<file path="src/hw/rtl/sha_pkg.sv">
`timescale 1ns / 1ps
// ----------------------------------------------------------------------------
// sha_pkg: shared types, constants and functions
// Round constants, initial hash values and the controller state encoding.
// ----------------------------------------------------------------------------
package sha_pkg;

	localparam int BlockWords = 16;
	localparam int WordWidth  = 32;
	localparam int WinAddrW   = 4;
	localparam int BufDepth   = 16;
	localparam logic [7:0] PadByte = 8'h80;

	typedef enum logic [2:0] {
		ST_IDLE,
		ST_LOAD,
		ST_ROUND,
		ST_FINAL,
		ST_PAD,
		ST_OUT
	} sha_state_t;

	function automatic logic [31:0] round_k(input logic [5:0] i);
		logic [31:0] k;
		unique case (i)
			6'd0: k = 32'h428a2f98;  6'd1: k = 32'h71374491;
			6'd2: k = 32'hb5c0fbcf;  6'd3: k = 32'he9b5dba5;
			6'd4: k = 32'h3956c25b;  6'd5: k = 32'h59f111f1;
			6'd6: k = 32'h923f82a4;  6'd7: k = 32'hab1c5ed5;
			6'd8: k = 32'hd807aa98;  6'd9: k = 32'h12835b01;
			6'd10: k = 32'h243185be; 6'd11: k = 32'h550c7dc3;
			6'd12: k = 32'h72be5d74; 6'd13: k = 32'h80deb1fe;
			6'd14: k = 32'h9bdc06a7; 6'd15: k = 32'hc19bf174;
			6'd16: k = 32'he49b69c1; 6'd17: k = 32'hefbe4786;
			6'd18: k = 32'h0fc19dc6; 6'd19: k = 32'h240ca1cc;
			6'd20: k = 32'h2de92c6f; 6'd21: k = 32'h4a7484aa;
			6'd22: k = 32'h5cb0a9dc; 6'd23: k = 32'h76f988da;
			6'd24: k = 32'h983e5152; 6'd25: k = 32'ha831c66d;
			6'd26: k = 32'hb00327c8; 6'd27: k = 32'hbf597fc7;
			6'd28: k = 32'hc6e00bf3; 6'd29: k = 32'hd5a79147;
			6'd30: k = 32'h06ca6351; 6'd31: k = 32'h14292967;
			6'd32: k = 32'h27b70a85; 6'd33: k = 32'h2e1b2138;
			6'd34: k = 32'h4d2c6dfc; 6'd35: k = 32'h53380d13;
			6'd36: k = 32'h650a7354; 6'd37: k = 32'h766a0abb;
			6'd38: k = 32'h81c2c92e; 6'd39: k = 32'h92722c85;
			6'd40: k = 32'ha2bfe8a1; 6'd41: k = 32'ha81a664b;
			6'd42: k = 32'hc24b8b70; 6'd43: k = 32'hc76c51a3;
			6'd44: k = 32'hd192e819; 6'd45: k = 32'hd6990624;
			6'd46: k = 32'hf40e3585; 6'd47: k = 32'h106aa070;
			6'd48: k = 32'h19a4c116; 6'd49: k = 32'h1e376c08;
			6'd50: k = 32'h2748774c; 6'd51: k = 32'h34b0bcb5;
			6'd52: k = 32'h391c0cb3; 6'd53: k = 32'h4ed8aa4a;
			6'd54: k = 32'h5b9cca4f; 6'd55: k = 32'h682e6ff3;
			6'd56: k = 32'h748f82ee; 6'd57: k = 32'h78a5636f;
			6'd58: k = 32'h84c87814; 6'd59: k = 32'h8cc70208;
			6'd60: k = 32'h90befffa; 6'd61: k = 32'ha4506ceb;
			6'd62: k = 32'hbef9a3f7; 6'd63: k = 32'hc67178f2;
			default: k = 32'h0;
		endcase
		return k;
	endfunction

	function automatic logic [31:0] init_h(input logic [2:0] i);
		logic [31:0] h;
		unique case (i)
			3'd0: h = 32'h6a09e667; 3'd1: h = 32'hbb67ae85;
			3'd2: h = 32'h3c6ef372; 3'd3: h = 32'ha54ff53a;
			3'd4: h = 32'h510e527f; 3'd5: h = 32'h9b05688c;
			3'd6: h = 32'h1f83d9ab; 3'd7: h = 32'h5be0cd19;
			default: h = 32'h0;
		endcase
		return h;
	endfunction

endpackage

</file>
<file path="src/hw/rtl/sha_ram.sv">
`timescale 1ns / 1ps
// ----------------------------------------------------------------------------
// sha_ram: generic single-port-write, single-port-read RAM
// One write and one registered read per cycle.
// ----------------------------------------------------------------------------
module sha_ram #(
	parameter int Width = 32,
	parameter int Depth = 16
) (
	input  logic                     clk,
	input  logic                     we,
	input  logic [$clog2(Depth)-1:0] waddr,
	input  logic [Width-1:0]         wdata,
	input  logic [$clog2(Depth)-1:0] raddr,
	output logic [Width-1:0]         rdata
);
	logic [Width-1:0] mem [Depth];

	always_ff @(posedge clk) begin
		if (we) mem[waddr] <= wdata;
		rdata <= mem[raddr];
	end
endmodule

</file>
<file path="src/hw/rtl/sha256_message_hasher_top.sv">
`timescale 1ns / 1ps
// ----------------------------------------------------------------------------
// sha256_message_hasher_top: streaming SHA-256 hasher
// Byte stream in, 256-bit digest out on each end-of-message transaction.
// ----------------------------------------------------------------------------
// channel | dir | payload
// s_axis  | in  | tdata[7:0] data_byte, tuser[0] byte_present, tlast end_of_message
// m_axis  | out | tdata[255:0] digest words 0..7, word 0 in the high bits of [63:0]
//
// The 64th byte of a block starts a compression with the input stalled: the 16
// block words load from the RAM into the schedule window, then 64 rounds, then
// one fold. An end mark adds a padding pass over the 16 block words before each
// padded compression; when the length does not fit after the 0x80, a second
// padded block follows, and an end mark on a 64th byte first has that full block
// compressed.
// Reset clears control, length and count and loads the chaining words with the initial hash values; RAM needs none.
// A digest waiting in the output register stalls the input side.
// ----------------------------------------------------------------------------
module sha256_message_hasher_top (
	input  logic         clk,
	input  logic         arst_n,
	input  logic         s_axis_tvalid,
	output logic         s_axis_tready,
	input  logic [7:0]   s_axis_tdata,   // [7:0] data_byte
	input  logic         s_axis_tuser,   // [0] byte_present
	input  logic         s_axis_tlast,   // end_of_message
	output logic         m_axis_tvalid,
	input  logic         m_axis_tready,
	output logic [255:0] m_axis_tdata    // [63:0] bits_255_192, [127:64] 191_128,
	                                     // [191:128] 127_64, [255:192] 63_0
);
	import sha_pkg::*;

	// The RAM holds the packed block as 16 words. The rounds run on a 16-word
	// register window loaded from it one word per cycle, so every schedule tap
	// (w[t-16], w[t-15], w[t-7], w[t-2]) sits at a fixed place.
	sha_state_t state_q, state_d;
	logic [31:0] h_q [8];
	logic [31:0] v_q [8];
	logic [31:0] w_q [16];
	logic [5:0]  cnt_q;       // bytes in block
	logic [63:0] len_q;
	logic [6:0]  rnd_q;       // round / load index
	logic        last_q;      // finalize pending after this block
	logic        pad_done_q;  // 0x80 already written
	logic        len_done_q;  // length words already written
	logic [23:0] part_q;      // bytes of a word in progress
	logic        out_v_q;
	logic [255:0] out_q;

	logic        ram_we;
	logic [3:0]  ram_waddr, ram_raddr;
	logic [31:0] ram_wdata, ram_rdata;

	sha_ram #(.Width(WordWidth), .Depth(BufDepth)) u_ram (
		.clk(clk), .we(ram_we), .waddr(ram_waddr), .wdata(ram_wdata),
		.raddr(ram_raddr), .rdata(ram_rdata)
	);

	wire acc = s_axis_tvalid && s_axis_tready;
	wire bp  = s_axis_tuser;
	assign s_axis_tready = (state_q == ST_IDLE) && !out_v_q;
	assign m_axis_tvalid = out_v_q;
	assign m_axis_tdata  = out_q;

	// byte write into the word in progress
	logic [5:0]  cnt_n;
	logic [31:0] word_full;
	always_comb begin
		cnt_n = cnt_q + 6'd1;
		unique case (cnt_q[1:0])
			2'd0: word_full = {s_axis_tdata, 24'h0};
			2'd1: word_full = {part_q[23:16], s_axis_tdata, 16'h0};
			2'd2: word_full = {part_q[23:16], part_q[15:8], s_axis_tdata, 8'h0};
			default: word_full = {part_q, s_axis_tdata};
		endcase
	end

	// padding word for word index at pad state, n = bytes in block
	function automatic logic [31:0] pad_word(input logic [3:0] wi, input logic [5:0] n,
		input logic [23:0] part, input logic p80, input logic [63:0] len);
		logic [31:0] r;
		logic [3:0]  nw;
		r = 32'h0;
		nw = n[5:2];
		if (wi == 4'd14 && !(p80 && n > 6'd55)) r = len[63:32];
		else if (wi == 4'd15 && !(p80 && n > 6'd55)) r = len[31:0];
		else if (p80 && wi == nw) begin
			unique case (n[1:0])
				2'd0: r = {PadByte, 24'h0};
				2'd1: r = {part[23:16], PadByte, 16'h0};
				2'd2: r = {part[23:16], part[15:8], PadByte, 8'h0};
				default: r = {part, PadByte};
			endcase
		end
		return r;
	endfunction

	// round datapath
	logic [31:0] s0w, s1w, wnew, wi, t1, t2, bs0, bs1, ch, mj;
	always_comb begin
		s0w  = {w_q[1][6:0], w_q[1][31:7]} ^ {w_q[1][17:0], w_q[1][31:18]} ^ (w_q[1] >> 3);
		s1w  = {w_q[14][16:0], w_q[14][31:17]} ^ {w_q[14][18:0], w_q[14][31:19]}
		     ^ (w_q[14] >> 10);
		wnew = w_q[0] + s0w + w_q[9] + s1w;
		wi   = w_q[0];
		bs1  = {v_q[4][5:0], v_q[4][31:6]} ^ {v_q[4][10:0], v_q[4][31:11]}
		     ^ {v_q[4][24:0], v_q[4][31:25]};
		ch   = (v_q[4] & v_q[5]) ^ (~v_q[4] & v_q[6]);
		t1   = v_q[7] + bs1 + ch + round_k(rnd_q[5:0]) + wi;
		bs0  = {v_q[0][1:0], v_q[0][31:2]} ^ {v_q[0][12:0], v_q[0][31:13]}
		     ^ {v_q[0][21:0], v_q[0][31:22]};
		mj   = (v_q[0] & v_q[1]) ^ (v_q[0] & v_q[2]) ^ (v_q[1] & v_q[2]);
		t2   = bs0 + mj;
	end

	// next state
	always_comb begin
		state_d = state_q;
		unique case (state_q)
			ST_IDLE: begin
				if (acc) begin
					if (bp && cnt_q == 6'd63) state_d = ST_LOAD;
					else if (s_axis_tlast) state_d = ST_PAD;
				end
			end
			ST_PAD:   if (rnd_q == 7'd15) state_d = ST_LOAD;
			ST_LOAD:  if (rnd_q == 7'd16) state_d = ST_ROUND;
			ST_ROUND: if (rnd_q == 7'd63) state_d = ST_FINAL;
			ST_FINAL: begin
				if (!last_q) state_d = ST_IDLE;
				else if (!len_done_q) state_d = ST_PAD;
				else state_d = ST_OUT;
			end
			ST_OUT:   state_d = ST_IDLE;
			default:  state_d = ST_IDLE;
		endcase
	end

	// RAM port control; the first pad pass keeps the message words below the 0x80
	always_comb begin
		ram_we    = 1'b0;
		ram_waddr = cnt_q[5:2];
		ram_wdata = word_full;
		ram_raddr = rnd_q[3:0];
		unique case (state_q)
			ST_IDLE: ram_we = acc && bp && (cnt_q[1:0] == 2'd3);
			ST_PAD: begin
				ram_we    = pad_done_q || (rnd_q[3:0] >= cnt_q[5:2]);
				ram_waddr = rnd_q[3:0];
				ram_wdata = pad_word(rnd_q[3:0], cnt_q, part_q, !pad_done_q, len_q);
			end
			default: ;
		endcase
	end

	always_ff @(posedge clk or negedge arst_n) begin
		if (!arst_n) begin
			state_q <= ST_IDLE;
			cnt_q <= '0; len_q <= '0; rnd_q <= '0;
			last_q <= 1'b0; pad_done_q <= 1'b0; len_done_q <= 1'b0; out_v_q <= 1'b0;
			for (int i = 0; i < 8; i++) h_q[i] <= init_h(3'(i));
		end else begin
			state_q <= state_d;
			if (state_q == ST_OUT) out_v_q <= 1'b1;
			else if (out_v_q && m_axis_tready) out_v_q <= 1'b0;
			unique case (state_q)
				ST_IDLE: begin
					rnd_q <= '0;
					if (acc) begin
						last_q <= s_axis_tlast;
						pad_done_q <= 1'b0;
						len_done_q <= 1'b0;
						if (bp) begin
							cnt_q <= cnt_n;
							len_q <= len_q + 64'd8;
							part_q <= word_full[31:8];
						end
					end
				end
				ST_PAD: begin
					rnd_q <= (rnd_q == 7'd15) ? 7'd0 : rnd_q + 7'd1;
					if (rnd_q == 7'd15) begin
						pad_done_q <= 1'b1;
						// no room for the length after the 0x80: one more block
						len_done_q <= pad_done_q || (cnt_q <= 6'd55);
					end
				end
				ST_LOAD: begin
					// registered read: word rnd-1 arrives now
					if (rnd_q != 7'd0) begin
						for (int i = 0; i < 15; i++) w_q[i] <= w_q[i+1];
						w_q[15] <= ram_rdata;
					end
					for (int i = 0; i < 8; i++) v_q[i] <= h_q[i];
					rnd_q <= (rnd_q == 7'd16) ? 7'd0 : rnd_q + 7'd1;
				end
				ST_ROUND: begin
					for (int i = 0; i < 15; i++) w_q[i] <= w_q[i+1];
					w_q[15] <= wnew;
					v_q[7] <= v_q[6]; v_q[6] <= v_q[5]; v_q[5] <= v_q[4];
					v_q[4] <= v_q[3] + t1;
					v_q[3] <= v_q[2]; v_q[2] <= v_q[1]; v_q[1] <= v_q[0];
					v_q[0] <= t1 + t2;
					rnd_q <= rnd_q + 7'd1;
				end
				ST_FINAL: begin
					rnd_q <= '0;
					for (int i = 0; i < 8; i++) h_q[i] <= h_q[i] + v_q[i];
				end
				ST_OUT: begin
					for (int i = 0; i < 4; i++)
						out_q[64*i +: 64] <= {h_q[2*i], h_q[2*i+1]};
					for (int i = 0; i < 8; i++) h_q[i] <= init_h(3'(i));
					cnt_q <= '0; len_q <= '0; last_q <= 1'b0;
					pad_done_q <= 1'b0; len_done_q <= 1'b0;
				end
				default: ;
			endcase
		end
	end
endmodule

</file>
<file path="config.mk">
export PLATFORM = sky130hd
export DESIGN_NAME = sha256_message_hasher_top
export DESIGN_NICKNAME = d
export VERILOG_FILES = /design/src/hw/rtl/sha_pkg.sv /design/src/hw/rtl/sha_ram.sv /design/src/hw/rtl/sha256_message_hasher_top.sv
export SDC_FILE = /design/constraint.sdc
export NUM_CORES = 2
export LEC_CHECK = 0
export BUFFER_PORTS_ARGS = -buffer_cell sky130_fd_sc_hd__buf_4
export CORE_MARGIN = 4
export CORE_UTILIZATION = 45
export CTS_BUF_LIST = sky130_fd_sc_hd__clkbuf_4
export DETAILED_ROUTE_END_ITERATION = 16
export PLACE_DENSITY_LB_ADDON = 0.12
export RECOVER_POWER = 25
export SETUP_SLACK_MARGIN = 0.02
export SLEW_MARGIN = 10
export SYNTH_ARGS = -nofsm -noshare
export SYNTH_HDL_FRONTEND = slang
export SYNTH_SLANG_ARGS = --single-unit
</file>
<file path="constraint.sdc">
create_clock -name clk -period 29.2 [get_ports clk]
set_clock_uncertainty 0.05 [all_clocks]
set_input_delay 2.92 -clock clk [delete_from_list [all_inputs] [get_ports clk]]
set_output_delay 2.92 -clock clk [all_outputs]
set_load 0.005 [all_outputs]
</file>
**Yosys cells after proc, flatten, opt, wreduce, memory -nomap -nowiden**

Memories as Yosys holds them, arrays and structs flattened. A register that Yosys moved wholly into a read port is not among the register bits.
Cells that the tools add are included.
W data, S select, Z words.

- $add $sub $neg: 21
- Order comparisons: 3
- Equality and inequality tests: 21
- Muxes and demuxes: 69
- Bitwise logic cells: 41
- Reductions and logical operators: 33

Operator list:

| cell | count |
|---|---|
| $mux W32 | 28 |
| $add A32 B32 Y32 | 18 |
| $pmux W256 S2 | 1 |
| $xor A32 B32 Y32 | 9 |
| $pmux W32 S3 | 2 |
| $and A32 B32 Y32 | 5 |
| $mux W64 | 2 |
| $pmux W64 S2 | 1 |
| $add A64 B4 Y64 const B | 1 |
| $not A32 Y32 | 1 |
| $xor A32 B22 Y32 | 1 |
| $xor A32 B29 Y32 | 1 |
| $pmux W7 S4 | 1 |
| $or A1 B1 Y1 | 24 |
| $mux W3 | 7 |
| $mux W1 | 16 |
| $pmux W3 S5 | 1 |
| $mux W7 | 2 |
| $logic_and A1 B1 Y1 | 13 |
| $mux W6 | 2 |
| $pmux W6 S2 | 1 |
| $ne A2 B2 Y1 const B | 5 |
| $eq A4 B4 Y1 const B | 2 |
| $add A7 B1 Y7 const B | 1 |
| other kinds (31) | 43 |

- Register bits after elaboration: 620
- RAM bits: 1,280
- Memory bits (read-only): 2,048
- Word-level logic and storage cells: 210
- Memories: 4

Memory list:

| name | words | bits a word | rd ports | clocked after memory_dff | write ports | RTL line | RTL |
|---|---|---|---|---|---|---|---|
| (name not given) | 64 | 32 | 1 | 0 | 0 | sha_pkg.sv:25 | `unique case (i)` |
| u_ram.mem | 16 | 32 | 1 | 1 | 1 | sha_ram.sv:17 | `logic [Width-1:0] mem [Depth];` |
| w_q | 16 | 32 | 16 | 0 | 16 | sha256_message_hasher_top.sv:40 | `logic [31:0] w_q [16];` |
| v_q | 8 | 32 | 8 | 0 | 8 | sha256_message_hasher_top.sv:39 | `logic [31:0] v_q [8];` |

**Logic depth before layout (Yosys ltp)**

An unclocked memory read counts as a cell.

- Depth in word-level cells: 9
- Depth in mapped cells: 40

**Hierarchy**

A second synthesis with hierarchy kept.

- Cells, all modules: 7,890
- Area, all modules: 97,101.9 um^2

By module, submodules not included:

| module | times used | cells an instance | area an instance (um^2) | sequential area each (um^2) |
|---|---|---|---|---|
| sha256_message_hasher_top | 1 | 7,052 | 77,266.6 | 40,073.4 |
| sha_ram | 1 | 838 | 19,835.3 | 16,015.4 |

**Least setup slack after synthesis**

No wires, ideal clock.

- Path type: input -> register
- Start: input arst_n
- End: memory w_q[0][0] (enable)
- Setup time: 3,632 ps
- Arrival: 12,210 ps
- Required time: 25,518 ps
- Slack: 13,308 ps
- Stages: 5
- Cells stage by stage: nand2_1 > clkbuf_1 > clkbuf_1 > clkbuf_1 > nand2_1

RTL lines:

| item | RTL line | RTL |
|---|---|---|
| from (decl) | sha256_message_hasher_top.sv:21 | `input logic arst_n,` |
| to (decl) | sha256_message_hasher_top.sv:40 |  |

==> results.cfg <==
[global_route]
grt_max_degree = 200
grt_overflow = 0
grtUsageTotal_pct = 27.78
antenna_found_initial = 23
grt_pass1_vias = 65430
grt_pass1_wl_mm = 454.8

[clock_network]
cts_sinks = 1929
post_cts_resized = 0
cts_buffers = 536
cts-htree-levels = 6
clock_latency_ns = 1.45
cts_setup_buffers = 0
cts.reportedPaths.clkPinSlew_ns = 0.06
clockBufferDepth = 4
tritoncts = built
postCtsHoldBufs = 0
cts_root_buf = clkbuf_4

[setup_path]
critPathTopFamily = buffers and inverters
crit_required_ns = 30.25
r2r-end = v_q[0][28]
r2r-start = rnd_q[3]
worst-path-buf-inv = 5
rrSetupSlack_ns = 13.86
cp-end-kind = register
path_common_cell = fa_1
critical_path.max_fanout = 61
path_class = reg -> reg
max_stage_delay_ns = 2.85
reg2reg_depth = 34
critPathLaunchType = register
arrival_ns = 16.39
cp_slowest_cell = clkbuf_1

[worst_hold_path]
hold_class = reg -> reg
min_to = w_q[3][41]
holdPathStages = 0
holdCritStartpoint = w_q[4][9]

[detailed_routing]
routedWlPerCell_um = 27.01
vias = 67730
antenna_left = 0
drc = 0
vias_per_cell = 5.802
drt-initial-drc-count = 7174
drt-pass1-iter-count = 6
wl_mm = 315.3

[placed_design]
io_buffers = 271
dpl.hpwl_mm = 219.9
gp_congestion = 0.9341

[yosys]
yosys.cell_types.count = 105
yosys-top-cells-area = edfxtp_1, ha_1, dfrtp_1
yosys_warnings = 0
synth_ff_type = edfxtp_1
syn_area_um2 = 97360
async_flop_share_pct = 17.47
syn_nets = 8467
syn_inst = 7855
yosysSeqAreaShare_pct = 57.61
yosys.area.top_type_share_pct = 48.11
ys_seq_elements = 1929
synth-edff-count = 1560
post-synth-top-area-cell = edfxtp_1
synth_area_per_cell_um2 = 12.40

[cells_and_area]
final_common_cell = edfxtp_1
syn2layout_area_growth_pct = 12.45
layout_common_cells = edfxtp_1, nand2_1, clkbuf_4, a21oi_1, o21ai_0
nNetsFinal = 9053
drive_gt1_share_pct = 16.87

[outcome]
status = finished with violations
violations = max-capacitance violations, max-slew violations

[timing]
tightest_slew_ns = 5.247
tns_ns = 0
setup_viol = 0
finalHoldViolCount = 0
period_needed_ns = 15.34
fmax_ghz = 0.06521
slew_viol_final = 575
relSlewSlack_pct = -249.8
rsz0062_at_grt = no
period_share_pct = 52.52
hold_ws_ns = 0.2854

[floorplanning]
die_x_um = 473.2
fp.dieH_um = 473.2
ios = 272
rows = 170
die_area_um2 = 223900
initial_core_util_pct = 45.32
core_um2 = 214800

[run]
cap_violations = 13
[stage by stage]
stage	area, um2	worst slack, ns	utilization [%]	instances
2_1_floorplan	97360	13.31	-	7855
3_3_place_gp	102900	18.43	47.88	10740
3_5_place_dp	102900	18.29	47.88	10740
4_1_cts	109500	18.26	50.99	11670
5_1_grt	109500	12.94	50.96	11670
6_report	109500	13.86	50.96	11670
[registers in the layout, indices dropped and copies added, names as in the netlist, 3 cells and up]
signal,flops
u_ram.mem,512
w_q,512
h_q,256
m_axis_tdata,256
v_q,256
len_q,61
u_ram.rdata,32
part_q,24
rnd_q,7
cnt_q,6
state_q,3
[cells in the mapped netlist, types with 16 or more instances]
cell	n
mux4_2	162
o31ai_1	47
a21oi_1	484
and4_1	16
dfstp_2	136
and2_1	23
a31oi_1	61
and3_1	48
o21bai_1	43
mux2_2	24
dfrtp_1	201
inv_1	339
ha_1	403
a211o_1	17
a211oi_1	58
xnor2_1	382
nor2b_1	47
mux2i_1	21
buf_1	50
a22o_1	27
edfxtp_1	1560
a311oi_1	17
nor4_1	19
nor3_1	90
o21ai_0	445
nand2b_1	58
nor3b_1	18
nand4_1	41
or3_1	47
clkbuf_1	291
o22ai_1	19
nand2_1	1050
a221oi_1	31
o211ai_1	49
o21a_1	44
nor2_1	459
xor2_1	227
nand3_1	118
dfxtp_1	32
a21o_1	193
fa_1	195
[worst register-to-register path, delay by kind of cell (launching register included)]
kind / cells / cell delay (ns)
buffers and inverters: 5 / 4.62
AO/OA/AOI/OAI: 16 / 3.88
adder cells (fa/ha/maj): 7 / 3.11
AND/OR/NAND/NOR: 5 / 2.02
flip-flops: 1 / 1.13
XOR/XNOR: 1 / 0.31
[logic make-up (layout without fill, tap and decap cells)]
logic type | count (synthesis) | count (layout) | share of synthesized area, %
other | 0 | 5 | 0
xor gates and xnor gates | 610 | 610 | 5.501
AOI/OAI and AO/OA | 1725 | 1725 | 11.21
buffers and inverters | 690 | 1666 | 2.686
DFF | 1929 | 1929 | 57.61
and+or+nand+nor | 2092 | 2092 | 9.524
adders and majority gates | 602 | 602 | 9.229
muxes | 207 | 207 | 4.241
[how the worst max path moves through the flow]
stage | start | to | slack [ns] | cells past startpoint
CTS | rnd_q[3] | v_q[0][26] | 18.26 | 34
detailed placement | rnd_q[3] | v_q[0][28] | 18.29 | 34
finish | rnd_q[3] | v_q[0][28] | 13.86 | 34
global placement | rnd_q[3] | v_q[0][28] | 18.43 | 33
global route | rnd_q[3] | v_q[0][28] | 12.94 | 34
floorplan | arst_n | w_q[0][0] | 13.31 | 5
[cell type report]
| type | count | area [um2] |
|---|---|---|
| fill | 19020 | 105300 |
| antenna | 5 | 12.51 |
| timing repair buffer | 395 | 3019 |
| multi-input combinational | 5236 | 38820 |
| tap | 2838 | 3551 |
| inverter | 343 | 1289 |
| clock inverter | 132 | 721.9 |
| sequential | 1929 | 56100 |
| clock buffer | 796 | 5976 |
[layer usage]
| metal | GRT usage (%) | share of wire, % | wire length, um |
|---|---|---|---|
| met3 | 4.901 | 7.7 | 24240 |
| met2 | 41.16 | 44 | 138300 |
| met4 | 9.993 | 3.4 | 10870 |
| met5 | 0 | 0.012 | 37 |
| met1 | 41.13 | 45 | 141800 |
Power is left out: the tool's default activity adds up to more than one toggle a clock period on the data nets, which glitch-free logic cannot reach.
